**src/blz_pkg.sv**
```systemverilog
// shared widths, item kinds, item and job types and the queue write type for the line rasteriser
package blz_pkg;

  localparam int CoordBits = 12;
  localparam int ZBits     = 16;
  localparam int ErrBits   = CoordBits + 2;

  localparam logic KindStart = 1'b0;
  localparam logic KindStep  = 1'b1;

  typedef struct packed {
    logic                        kind;
    logic signed [CoordBits-1:0] x_start;
    logic signed [CoordBits-1:0] y_start;
    logic signed [ZBits-1:0]     z_start;
    logic signed [CoordBits-1:0] x_end;
    logic signed [CoordBits-1:0] y_end;
    logic signed [ZBits-1:0]     z_end;
  } in_item_t;

  typedef struct packed {
    logic signed [CoordBits-1:0] pixel_x;
    logic signed [CoordBits-1:0] pixel_y;
    logic signed [ZBits-1:0]     pixel_z;
    logic                        last;
  } out_item_t;

  typedef struct packed {
    logic signed [CoordBits-1:0] x;
    logic signed [CoordBits-1:0] y;
    logic                        last;
    logic signed [ZBits-1:0]     z0;
    logic signed [ZBits-1:0]     z1;
    logic        [CoordBits-1:0] idx;
    logic        [CoordBits-1:0] steps;
  } job_t;

  typedef struct packed {
    logic push;
    logic full;
  } qwr_t;

endpackage

```
**src/bresenham_line_z_interp_core.sv**
```systemverilog
// top level of the bresenham line rasteriser with height interpolation
//
// channel  direction  handshake            payload
// input    in         push_i / full_o      in_i  (blz_pkg::in_item_t)
// result   out        empty_o / pop_i      out_o (blz_pkg::out_item_t)
//
// each pixel passes through the back end in order: job take, product, sum, a 30-step
// restoring divide of the height numerator by the step count, then the result load
// the front takes one step of a line per accepted item and runs ahead by up to two queued jobs
// reset clears the line state, the queue and the result valid flag
// a waiting result holds the back end after its divide; the front goes on until the queue fills
module bresenham_line_z_interp_core (
  input  logic               clk_i,
  input  logic               rst_ni,
  input  logic               push_i,
  input  blz_pkg::in_item_t  in_i,
  output logic               full_o,
  output logic               empty_o,
  input  logic               pop_i,
  output blz_pkg::out_item_t out_o
);
  import blz_pkg::*;

  qwr_t qwr;
  job_t fjob, bjob;
  logic q_full, q_empty, q_pop;

  blz_front u_front (
    .clk_i, .rst_ni, .push_i, .in_i, .full_o,
    .qwr_o(qwr), .q_full_i(q_full), .job_o(fjob)
  );

  blz_queue u_queue (
    .clk_i, .rst_ni, .wr_i(qwr), .job_i(fjob), .full_o(q_full),
    .empty_o(q_empty), .pop_i(q_pop), .job_o(bjob)
  );

  blz_back u_back (
    .clk_i, .rst_ni, .q_empty_i(q_empty), .job_i(bjob), .q_pop_o(q_pop),
    .empty_o, .pop_i, .out_o
  );

endmodule

```
**src/blz_front.sv**
```systemverilog
// front end: takes items, runs the bresenham stepper and issues pixel jobs
module blz_front (
  input  logic            clk_i,
  input  logic            rst_ni,
  input  logic            push_i,
  input  blz_pkg::in_item_t in_i,
  output logic            full_o,
  output blz_pkg::qwr_t   qwr_o,
  input  logic            q_full_i,
  output blz_pkg::job_t   job_o
);
  import blz_pkg::*;

  logic signed [CoordBits-1:0] cur_x_q, cur_x_d, cur_y_q, cur_y_d;
  logic signed [CoordBits-1:0] goal_x_q, goal_x_d, goal_y_q, goal_y_d;
  logic        [CoordBits-1:0] dx_q, dx_d, dy_q, dy_d, idx_q, idx_d;
  logic                        negx_q, negx_d, negy_q, negy_d;
  logic signed [ErrBits-1:0]   err_q, err_d;
  logic signed [ZBits-1:0]     zf_q, zf_d, zt_q, zt_d;
  logic                        act_q, act_d;

  logic                      acc, fin, emit;
  logic signed [CoordBits:0] ddx, ddy;
  logic signed [ErrBits:0]   e2, ndy, pdx;
  logic                      cx, cy;

  assign full_o = q_full_i;
  assign acc    = push_i && !q_full_i;

  always_comb begin
    cur_x_d = cur_x_q; cur_y_d = cur_y_q; goal_x_d = goal_x_q; goal_y_d = goal_y_q;
    dx_d = dx_q; dy_d = dy_q; idx_d = idx_q; negx_d = negx_q; negy_d = negy_q;
    err_d = err_q; zf_d = zf_q; zt_d = zt_q; act_d = act_q;
    ddx  = {in_i.x_end[CoordBits-1], in_i.x_end} - {in_i.x_start[CoordBits-1], in_i.x_start};
    ddy  = {in_i.y_end[CoordBits-1], in_i.y_end} - {in_i.y_start[CoordBits-1], in_i.y_start};
    e2   = {err_q, 1'b0};
    ndy  = -$signed({2'b00, dy_q});
    pdx  = $signed({2'b00, dx_q});
    cx   = e2 > ndy;
    cy   = e2 < pdx;
    emit = 1'b0;
    if (acc && in_i.kind == KindStart) begin
      emit     = 1'b1;
      cur_x_d  = in_i.x_start;
      cur_y_d  = in_i.y_start;
      goal_x_d = in_i.x_end;
      goal_y_d = in_i.y_end;
      zf_d     = in_i.z_start;
      zt_d     = in_i.z_end;
      dx_d     = ddx[CoordBits] ? CoordBits'(-ddx) : ddx[CoordBits-1:0];
      dy_d     = ddy[CoordBits] ? CoordBits'(-ddy) : ddy[CoordBits-1:0];
      negx_d   = !(in_i.x_start < in_i.x_end);
      negy_d   = !(in_i.y_start < in_i.y_end);
      err_d    = $signed({2'b00, dx_d}) - $signed({2'b00, dy_d});
      idx_d    = '0;
    end else if (acc && act_q) begin
      emit = 1'b1;
      if (cx) begin
        err_d   = err_d - $signed({2'b00, dy_q});
        cur_x_d = negx_q ? cur_x_q - 1'b1 : cur_x_q + 1'b1;
      end
      if (cy) begin
        err_d   = err_d + $signed({2'b00, dx_q});
        cur_y_d = negy_q ? cur_y_q - 1'b1 : cur_y_q + 1'b1;
      end
      idx_d = idx_q + 1'b1;
    end
    fin = (cur_x_d == goal_x_d) && (cur_y_d == goal_y_d);
    if (emit) act_d = !fin;
  end

  assign qwr_o.push = emit;
  assign qwr_o.full = q_full_i;

  always_comb begin
    job_o.x     = cur_x_d;
    job_o.y     = cur_y_d;
    job_o.last  = fin;
    job_o.z0    = zf_d;
    job_o.z1    = zt_d;
    job_o.idx   = idx_d;
    job_o.steps = (dx_d > dy_d) ? dx_d : dy_d;
  end

  always_ff @(posedge clk_i or negedge rst_ni) begin
    if (!rst_ni) begin
      cur_x_q <= '0; cur_y_q <= '0; goal_x_q <= '0; goal_y_q <= '0;
      dx_q <= '0; dy_q <= '0; idx_q <= '0; negx_q <= 1'b0; negy_q <= 1'b0;
      err_q <= '0; zf_q <= '0; zt_q <= '0; act_q <= 1'b0;
    end else begin
      cur_x_q <= cur_x_d; cur_y_q <= cur_y_d; goal_x_q <= goal_x_d; goal_y_q <= goal_y_d;
      dx_q <= dx_d; dy_q <= dy_d; idx_q <= idx_d; negx_q <= negx_d; negy_q <= negy_d;
      err_q <= err_d; zf_q <= zf_d; zt_q <= zt_d; act_q <= act_d;
    end
  end

endmodule

```
**src/blz_queue.sv**
```systemverilog
// two-entry job queue between front and back
module blz_queue (
  input  logic          clk_i,
  input  logic          rst_ni,
  input  blz_pkg::qwr_t wr_i,
  input  blz_pkg::job_t job_i,
  output logic          full_o,
  output logic          empty_o,
  input  logic          pop_i,
  output blz_pkg::job_t job_o
);
  import blz_pkg::*;

  job_t       mem_q [2];
  logic       wp_q, rp_q;
  logic [1:0] cnt_q, cnt_d;
  logic       wr, rd;

  assign full_o  = cnt_q == 2'd2;
  assign empty_o = cnt_q == 2'd0;
  assign wr      = wr_i.push && !full_o;
  assign rd      = pop_i && !empty_o;
  assign job_o   = mem_q[rp_q];
  assign cnt_d   = cnt_q + {1'b0, wr} - {1'b0, rd};

  always_ff @(posedge clk_i) begin
    if (wr) mem_q[wp_q] <= job_i;
  end

  always_ff @(posedge clk_i or negedge rst_ni) begin
    if (!rst_ni) begin
      wp_q <= 1'b0; rp_q <= 1'b0; cnt_q <= '0;
    end else begin
      if (wr) wp_q <= !wp_q;
      if (rd) rp_q <= !rp_q;
      cnt_q <= cnt_d;
    end
  end

endmodule

```
**src/blz_back.sv**
```systemverilog
// back end: height products, serial divide and the result register
module blz_back (
  input  logic              clk_i,
  input  logic              rst_ni,
  input  logic              q_empty_i,
  input  blz_pkg::job_t     job_i,
  output logic              q_pop_o,
  output logic              empty_o,
  input  logic              pop_i,
  output blz_pkg::out_item_t out_o
);
  import blz_pkg::*;

  localparam int NumBits = ZBits + CoordBits + 2;
  localparam int CntBits = $clog2(NumBits + 1);

  typedef enum logic [3:0] {
    StIdle = 4'b0001,
    StMul  = 4'b0010,
    StSum  = 4'b0100,
    StDiv  = 4'b1000
  } state_e;

  state_e                      st_q;
  job_t                        job_q;
  logic signed [NumBits-2:0]   p0_q, p1_q;
  logic signed [NumBits-1:0]   num;
  logic        [NumBits-1:0]   quo_q;
  logic        [CoordBits:0]   rem_q, trial;
  logic                        neg_q;
  logic        [CntBits-1:0]   cnt_q;
  logic                        ov_q, load;
  out_item_t                   out_q;
  logic signed [ZBits-1:0]     zres;
  logic        [CoordBits-1:0] wt0;

  assign q_pop_o = (st_q == StIdle) && !q_empty_i;
  assign empty_o = !ov_q;
  assign out_o   = out_q;
  assign wt0     = job_q.steps - job_q.idx;
  assign num     = NumBits'(p0_q) + NumBits'(p1_q);
  assign trial   = {rem_q[CoordBits-1:0], quo_q[NumBits-1]} - {1'b0, job_q.steps};
  assign load    = (st_q == StDiv) && (cnt_q == '0) && (!ov_q || pop_i);

  always_comb begin
    zres = neg_q ? -$signed(quo_q[ZBits-1:0]) : $signed(quo_q[ZBits-1:0]);
    if (job_q.steps == '0) zres = job_q.z0;
  end

  always_ff @(posedge clk_i) begin
    unique case (st_q)
      StIdle: if (q_pop_o) job_q <= job_i;
      StMul: begin
        p0_q <= job_q.z0 * $signed({1'b0, wt0});
        p1_q <= job_q.z1 * $signed({1'b0, job_q.idx});
      end
      StSum: begin
        neg_q <= num[NumBits-1];
        quo_q <= num[NumBits-1] ? NumBits'(-num) : NumBits'(num);
        rem_q <= '0;
      end
      StDiv: if (cnt_q != '0) begin
        if (!trial[CoordBits]) begin
          rem_q <= trial;
          quo_q <= {quo_q[NumBits-2:0], 1'b1};
        end else begin
          rem_q <= {rem_q[CoordBits-1:0], quo_q[NumBits-1]};
          quo_q <= {quo_q[NumBits-2:0], 1'b0};
        end
      end
      default: ;
    endcase
    if (load) begin
      out_q.pixel_x <= job_q.x;
      out_q.pixel_y <= job_q.y;
      out_q.pixel_z <= zres;
      out_q.last    <= job_q.last;
    end
  end

  always_ff @(posedge clk_i or negedge rst_ni) begin
    if (!rst_ni) begin
      st_q <= StIdle; cnt_q <= '0; ov_q <= 1'b0;
    end else begin
      unique case (st_q)
        StIdle: if (q_pop_o) st_q <= StMul;
        StMul:  st_q <= StSum;
        StSum: begin
          st_q  <= StDiv;
          cnt_q <= CntBits'(NumBits);
        end
        StDiv: begin
          if (cnt_q != '0) cnt_q <= cnt_q - 1'b1;
          if (load) st_q <= StIdle;
        end
        default: st_q <= StIdle;
      endcase
      if (load) ov_q <= 1'b1;
      else if (pop_i) ov_q <= 1'b0;
    end
  end

endmodule

```
**config.mk**
```make
export PLATFORM = sky130hd
export DESIGN_NAME = bresenham_line_z_interp_core
export DESIGN_NICKNAME = d
export VERILOG_FILES = /design/src/blz_pkg.sv /design/src/bresenham_line_z_interp_core.sv /design/src/blz_front.sv /design/src/blz_queue.sv /design/src/blz_back.sv
export SDC_FILE = /design/constraint.sdc
export NUM_CORES = 2
export LEC_CHECK = 0
export ABC_CLOCK_PERIOD_IN_PS = 32800
export BUFFER_PORTS_ARGS = -buffer_cell sky130_fd_sc_hd__buf_2
export CORE_MARGIN = 2
export CORE_UTILIZATION = 50
export CTS_CLUSTER_DIAMETER = 100
export DETAILED_ROUTE_END_ITERATION = 8
export GPL_TIMING_DRIVEN = 0
export MAX_ROUTING_LAYER = met4
export PLACE_DENSITY_LB_ADDON = 0.2
export SYNTH_ARGS = -nofsm -noshare
export SYNTH_HDL_FRONTEND = slang
export SYNTH_SLANG_ARGS = --single-unit
```
**constraint.sdc**
```tcl
create_clock -name clk_i -period 32.8 [get_ports clk_i]
set_input_delay 4.92 -clock clk_i [delete_from_list [all_inputs] [get_ports clk_i]]
set_output_delay 4.92 -clock clk_i [all_outputs]
set_load 0.02 [all_outputs]
```
# Word-level counts from Yosys, hierarchy flattened
# Memories as Yosys holds them, arrays and structs flattened. A register that Yosys moved wholly into a read port is not among the register bits.
# Index checks and enable logic that the tools add are counted.
# op_classes
bitwise_logic	1
shift	0
reduce_logical	28
n_addsub	21
mux	45
order_cmp	5
div	0
eq_ne	10
multipliers	2
# ops
op	n
$mux 12	19
$mux 14	6
$mux 16	4
$mux 30	2
$pmux 30 s2	1
$mul 16x13->29	2
$sub 12x12->13	3
$add 12x1->12 const B	3
$add 29x29->30	1
$neg 30->30	1
$eq 12x12->1	2
$lt 12x12->1	2
$neg 12->12	2
$pmux 12 s2	1
$sub 12x1->12 const B	2
$neg 16->16	1
$pmux 4 s4	1
$gt 15x15->1	1
$lt 15x13->1	1
$neg 12->15	1
$add 14x13->14	1
$sub 14x13->14	1
$sub 13x12->13	1
$gt 12x12->1	1
other kinds (25)	52
# word_totals
mem_bits_rw	162
mem_count	1
rom_bits	0
latch_bits	0
wordCells	141
ff_bits	289
# mem_list
memory	words	word_bits	rd	rd_clocked_by_memory_dff	wr	line	text
u_queue.mem_q	2	81	1	1	1	blz_queue.sv:14	job_t mem_q [2];

# Longest topological paths before layout
# logic_depth
depth_word	10
ltp_mapped	37

# Hierarchy
# A second synthesis with hierarchy kept.
# unflattened
cells_unflattened	4326
area_unflattened_um2	44056.0
# by_module_without_submodules
mod	n_inst	cells_each	seq_area_each_um2	area_per_inst_um2
blz_back	1	2633	6947.9	26031.2
blz_front	1	1423	3328.2	11582.4
blz_queue	1	270	4964.8	6442.4

# Least setup slack after synthesis
# No wires, ideal clock.
# synth_path
path_type	register -> register
start	register u_back.st_q[3]
end	register u_queue.cnt_q[1]
setup_time_ns	0.080
path_stages_with_launch	8
slack_ns	21.765
path_buffers	0
period_less_slack_ns	11.035
arrival_ns	10.955
t_required_ns	32.720
cell_sequence	dfrtp_1 or2_2 nor4b_1 ha_1 inv_1 ha_1 xnor2_1 xnor2_1
# synth_between
elab_chain_len	4
# synth_lines
item	line	text
start, declared	blz_back.sv:24	state_e st_q;
start signal, assigned	blz_back.sv:86	StIdle: if (q_pop_o) st_q <= StMul;
start signal, assigned	blz_back.sv:87	StMul: st_q <= StSum;
start signal, assigned	blz_back.sv:89	st_q <= StDiv;
$eq 4x1->1	blz_back.sv:37	assign q_pop_o = (st_q == StIdle) && !q_empty_i;
$logic_and 1x1->1	blz_back.sv:37	
$logic_and 1x1->1	blz_queue.sv:22	assign rd = pop_i && !empty_o;
named net u_queue.rd	blz_queue.sv:17	logic wr, rd;
$sub 2x1->2	blz_queue.sv:24	assign cnt_d = cnt_q + {1'b0, wr} - {1'b0, rd};
named net u_queue.cnt_d[1]	blz_queue.sv:16	logic [1:0] cnt_q, cnt_d;
end signal, assigned	blz_queue.sv:36	cnt_q <= cnt_d;
end, declared	blz_queue.sv:16	
# The timed path passes the listed nets, and every way through them passes these cells.
# A chain may end at the register's enable or synchronous reset.

==> impl_metrics.sql <==
INSERT INTO impl_metrics (metric_group, metric, value, unit) VALUES
('floorplan', 'die-height', '297.8', 'microns'),
('grt', 'grt_overflow', '0', ''),
('grt', 'grt_start_max_net_pins', '109', ''),
('run_status', 'run_status', 'completed', ''),
('synthesis', 'syn_area', '0.04316', 'sq mm'),
('synthesis', 'share_of_synthesized_area_occupied_by_flip_flops_and_latches', '35.31', '%'),
('finish', 'drive_gt1_share', '8.549', '%'),
('drt', 'antenna_violating_nets_post_route', '0', ''),
('timing', 'min_period_over_period', '34.82', '%'),
('clock_network', 'clock_tree.root_cell', 'clkbuf_16', ''),
('synthesis', 'postSynthNetCount', '5004', ''),
('timing', 'setup_total_negative_slack', '0', 'ns'),
('drt', 'remaining_drc_errors', '0', ''),
('floorplan', 'die_w', '297.8', 'microns'),
('synthesis', 'number_of_synthesized_flops_with_an_enable_pin', '385', ''),
('worst_setup_path', 'timing_worst_setup_path_type', 'in2reg', ''),
('worst_hold_path', 'min_delay_path_depth', '0', ''),
('clock_network', 'clock_path_buffers', '3', ''),
('drt', 'post_drt_wl_per_cell', '19.14', 'microns'),
('drt', 'drtPass1Iterations', '6', ''),
('clock_network', 'tritoncts_clock_tree', 'yes', ''),
('worst_hold_path', 'worstHoldEndpoint', 'u_back.out_o[23]', ''),
('placement', 'dp.cells', '5533', ''),
('placement', 'rd_place_congestion', '0.9535', ''),
('placement', 'hpwl', '85.95', 'mm'),
('synthesis', 'postSynthAreaPerCell', '10.18', 'sq um'),
('timing', 'rsz0062_at_grt', 'no', ''),
('timing', 'finalHoldViolCount', '0', ''),
('synthesis', 'postSynth.asyncResetShare', '27.63', '%'),
('drt', 'totalWireLength', '108.0', 'mm'),
('synthesis', 'synthMostInstantiatedCell', 'inv_1', ''),
('worst_setup_path', 'worstReg2RegStart', 'u_back.job_q[13]', ''),
('worst_setup_path', 'critPathArrivalTime', '11.75', 'ns'),
('drt', 'vias', '30987', ''),
('floorplan', 'placement_rows', '107', ''),
('timing', 'final.hold.worst_slack', '0.4178', 'ns'),
('worst_setup_path', 'cpPeakStageDelay', '0.67', 'ns'),
('drt', 'avgViaCountPerCell', '5.494', ''),
('finish', 'fin_nets', '5212', ''),
('clock_network', 'clock_insertion_delay_worst_skew', '0.66', 'ns'),
('synthesis', 'synth.largest_area_cell', 'edfxtp_1', ''),
('timing', 'postLayoutSetupSlackWorst', '21.38', 'ns'),
('timing', 'worst_slew_pin_slew', '1.258', 'ns'),
('synthesis', 'ys_ff_latch', '532', ''),
('clock_network', 'cts_clock_pin_slew_for_the_worst_setup_and_hold_paths', '0.06', 'ns'),
('worst_setup_path', 'critPathMaxFanout', '10', ''),
('finish', 'areaGrowthSynthToFinish', '10.00', '%'),
('timing', 'slew_headroom', '15.51', '%'),
('timing', 'timing.fmax', '87.55', 'MHz'),
('clock_network', 'h_tree_depth_reported_by_cts', '2', ''),
('clock_network', 'post_cts.resized_instances', '0', ''),
('worst_setup_path', 'required_worst_endpoint', '33.13', 'ns'),
('timing', 'finalSetupViolations', '0', ''),
('placement', 'port_buffers', '127', ''),
('clock_network', 'cts-buffers-inserted', '55', ''),
('synthesis', 'post_synth_main_area_contributors', 'edfxtp_1, fa_1, ha_1', ''),
('floorplan', 'fp.dieArea', '0.08869', 'sq mm'),
('worst_setup_path', 'r2r_end', 'u_back.p0_q[28]', ''),
('floorplan', 'initial_utilization', '50.53', '%'),
('synthesis', 'synth_cell_type_count', '81', ''),
('synthesis', 'yosys_warning_count', '0', ''),
('grt', 'grtUsageTotal', '25.47', '%'),
('worst_setup_path', 'timing.reg2reg.worst_path_depth', '35', ''),
('worst_hold_path', 'hold_start', 'u_back.job_q[63]', ''),
('clock_network', 'number_of_sinks_handled_by_clock_tree_synthesis', '532', ''),
('timing', 'max_slew_vio_count', '0', ''),
('worst_hold_path', 'worst_hold_path_type', 'reg2reg', ''),
('grt', 'antenna_found_initial', '6', ''),
('run', 'max_capacitance_violation_total', '0', ''),
('worst_setup_path', 'timing.critical_path.cells', 'buf_2, nand2_1, or2_2, clkbuf_1, clkbuf_1, buf_1, clkbuf_1, buf_1, clkbuf_1, clkbuf_1, a21oi_1, inv_1, ha_1, a21o_1, a21oi_1, nor2b_1, o21ai_0, nand2b_1, a21oi_1, nor2b_1, o21ai_0, a21oi_1, clkbuf_1, mux2i_1', ''),
('synthesis', 'syn-instance-count', '4238', '');
[per-layer routing]
layer  global-route usage [%]  up-vias  share of wire (%)
li1                         -    14672                  -
met1                    32.57    15211                 42
met2                    41.45      892                 48
met3                    3.653      212                6.1
met4                    9.237        0                4.2
met5                        -        -                  0
[cells in the final DEF (no fill, tap or decap), drive strengths merged, types with 9 or more instances in the layout]
cell type  instances
mux2i             43
buf              166
xor2              93
a21o              58
or4                9
o31ai             34
o21a              21
nand3             43
nor2b             51
dfrtp            146
nand2b            32
ha               315
clkbuf           190
o21ai            146
o211ai            30
nor3              62
nor2             235
a311oi             9
a31oi             19
o2111ai           12
and3              20
nand2            512
nor3b              9
nor4              16
fa               366
a21oi            186
xnor2            145
inv              596
or3               23
and2             173
a21boi            22
edfxtp           385
a211oi            25
clkinv            24
nand4             28
o21bai            17
or2               14
mux2             103
[metrics by stage]
stage	utilization (%)	area [sq um]
6_report	55.59	47480
2_1_floorplan	-	43160
3_5_place_dp	53.42	45630
4_1_cts	55.58	47470
3_3_place_gp	52.95	45230
5_1_grt	55.58	47470
[how the worst max path moves through the flow]
stage / from / to / slack [ns] / depth (start not counted)
after floorplan: u_back.st_q[3] / u_queue.cnt_q[1] / 21.76 / 7
after global placement: u_back.st_q[3] / u_queue.cnt_q[1] / 16.60 / 7
after detailed placement: push_i / u_queue.mem_q[0][3] / 20.98 / 24
after CTS: push_i / u_queue.mem_q[0][3] / 21.59 / 24
after global routing: push_i / u_queue.mem_q[0][3] / 21.09 / 24
final: push_i / u_queue.mem_q[1][3] / 21.38 / 24
[state kept, by name, summed over array words and instances, names as in the netlist, 14 cells and up]
signal         count
u_back.p0_q       29
u_queue.mem_q    162
u_front.zf_q      16
u_back.quo_q      30
u_front.err_q     14
u_back.out_o      41
u_front.zt_q      16
u_back.job_q      81
u_back.p1_q       29
[worst max-delay path: cells and delay by family]
| family | cells | cell delay [ns] |
|---|---|---|
| mux | 1 | 0.56 |
| fa+ha+maj | 1 | 0.17 |
| compound gates | 7 | 1.28 |
| simple gates | 5 | 0.51 |
| buf+inv | 10 | 4.28 |
[cell families (layout without fill, tap and decap cells)]
| kind of cell | count (synthesis) | in the layout | synth area share [%] |
|---|---|---|---|
| buf+inv | 733 | 987 | 6.380 |
| other cells | 0 | 4 | 0 |
| simple gates | 1253 | 1253 | 13.75 |
| compound gates | 655 | 655 | 9.937 |
| flops | 532 | 532 | 35.31 |
| fa+ha+maj | 681 | 681 | 26.11 |
| xor+xnor | 238 | 238 | 4.829 |
| mux | 146 | 146 | 3.684 |
[cell type report]
cell class,count,area (sq um)
antenna,4,10.01
multi-input combinational,2973,25210
buffer,138,520.5
clock buffer,67,1421
clock inverter,36,419.2
sequential,532,15240
fill,7548,37940
timing repair buffer,151,993.5
inverter,595,2233
tap,1144,1431
Power is left out: the tool's default activity adds up to more than one toggle a clock period on the data nets, which glitch-free logic cannot reach.
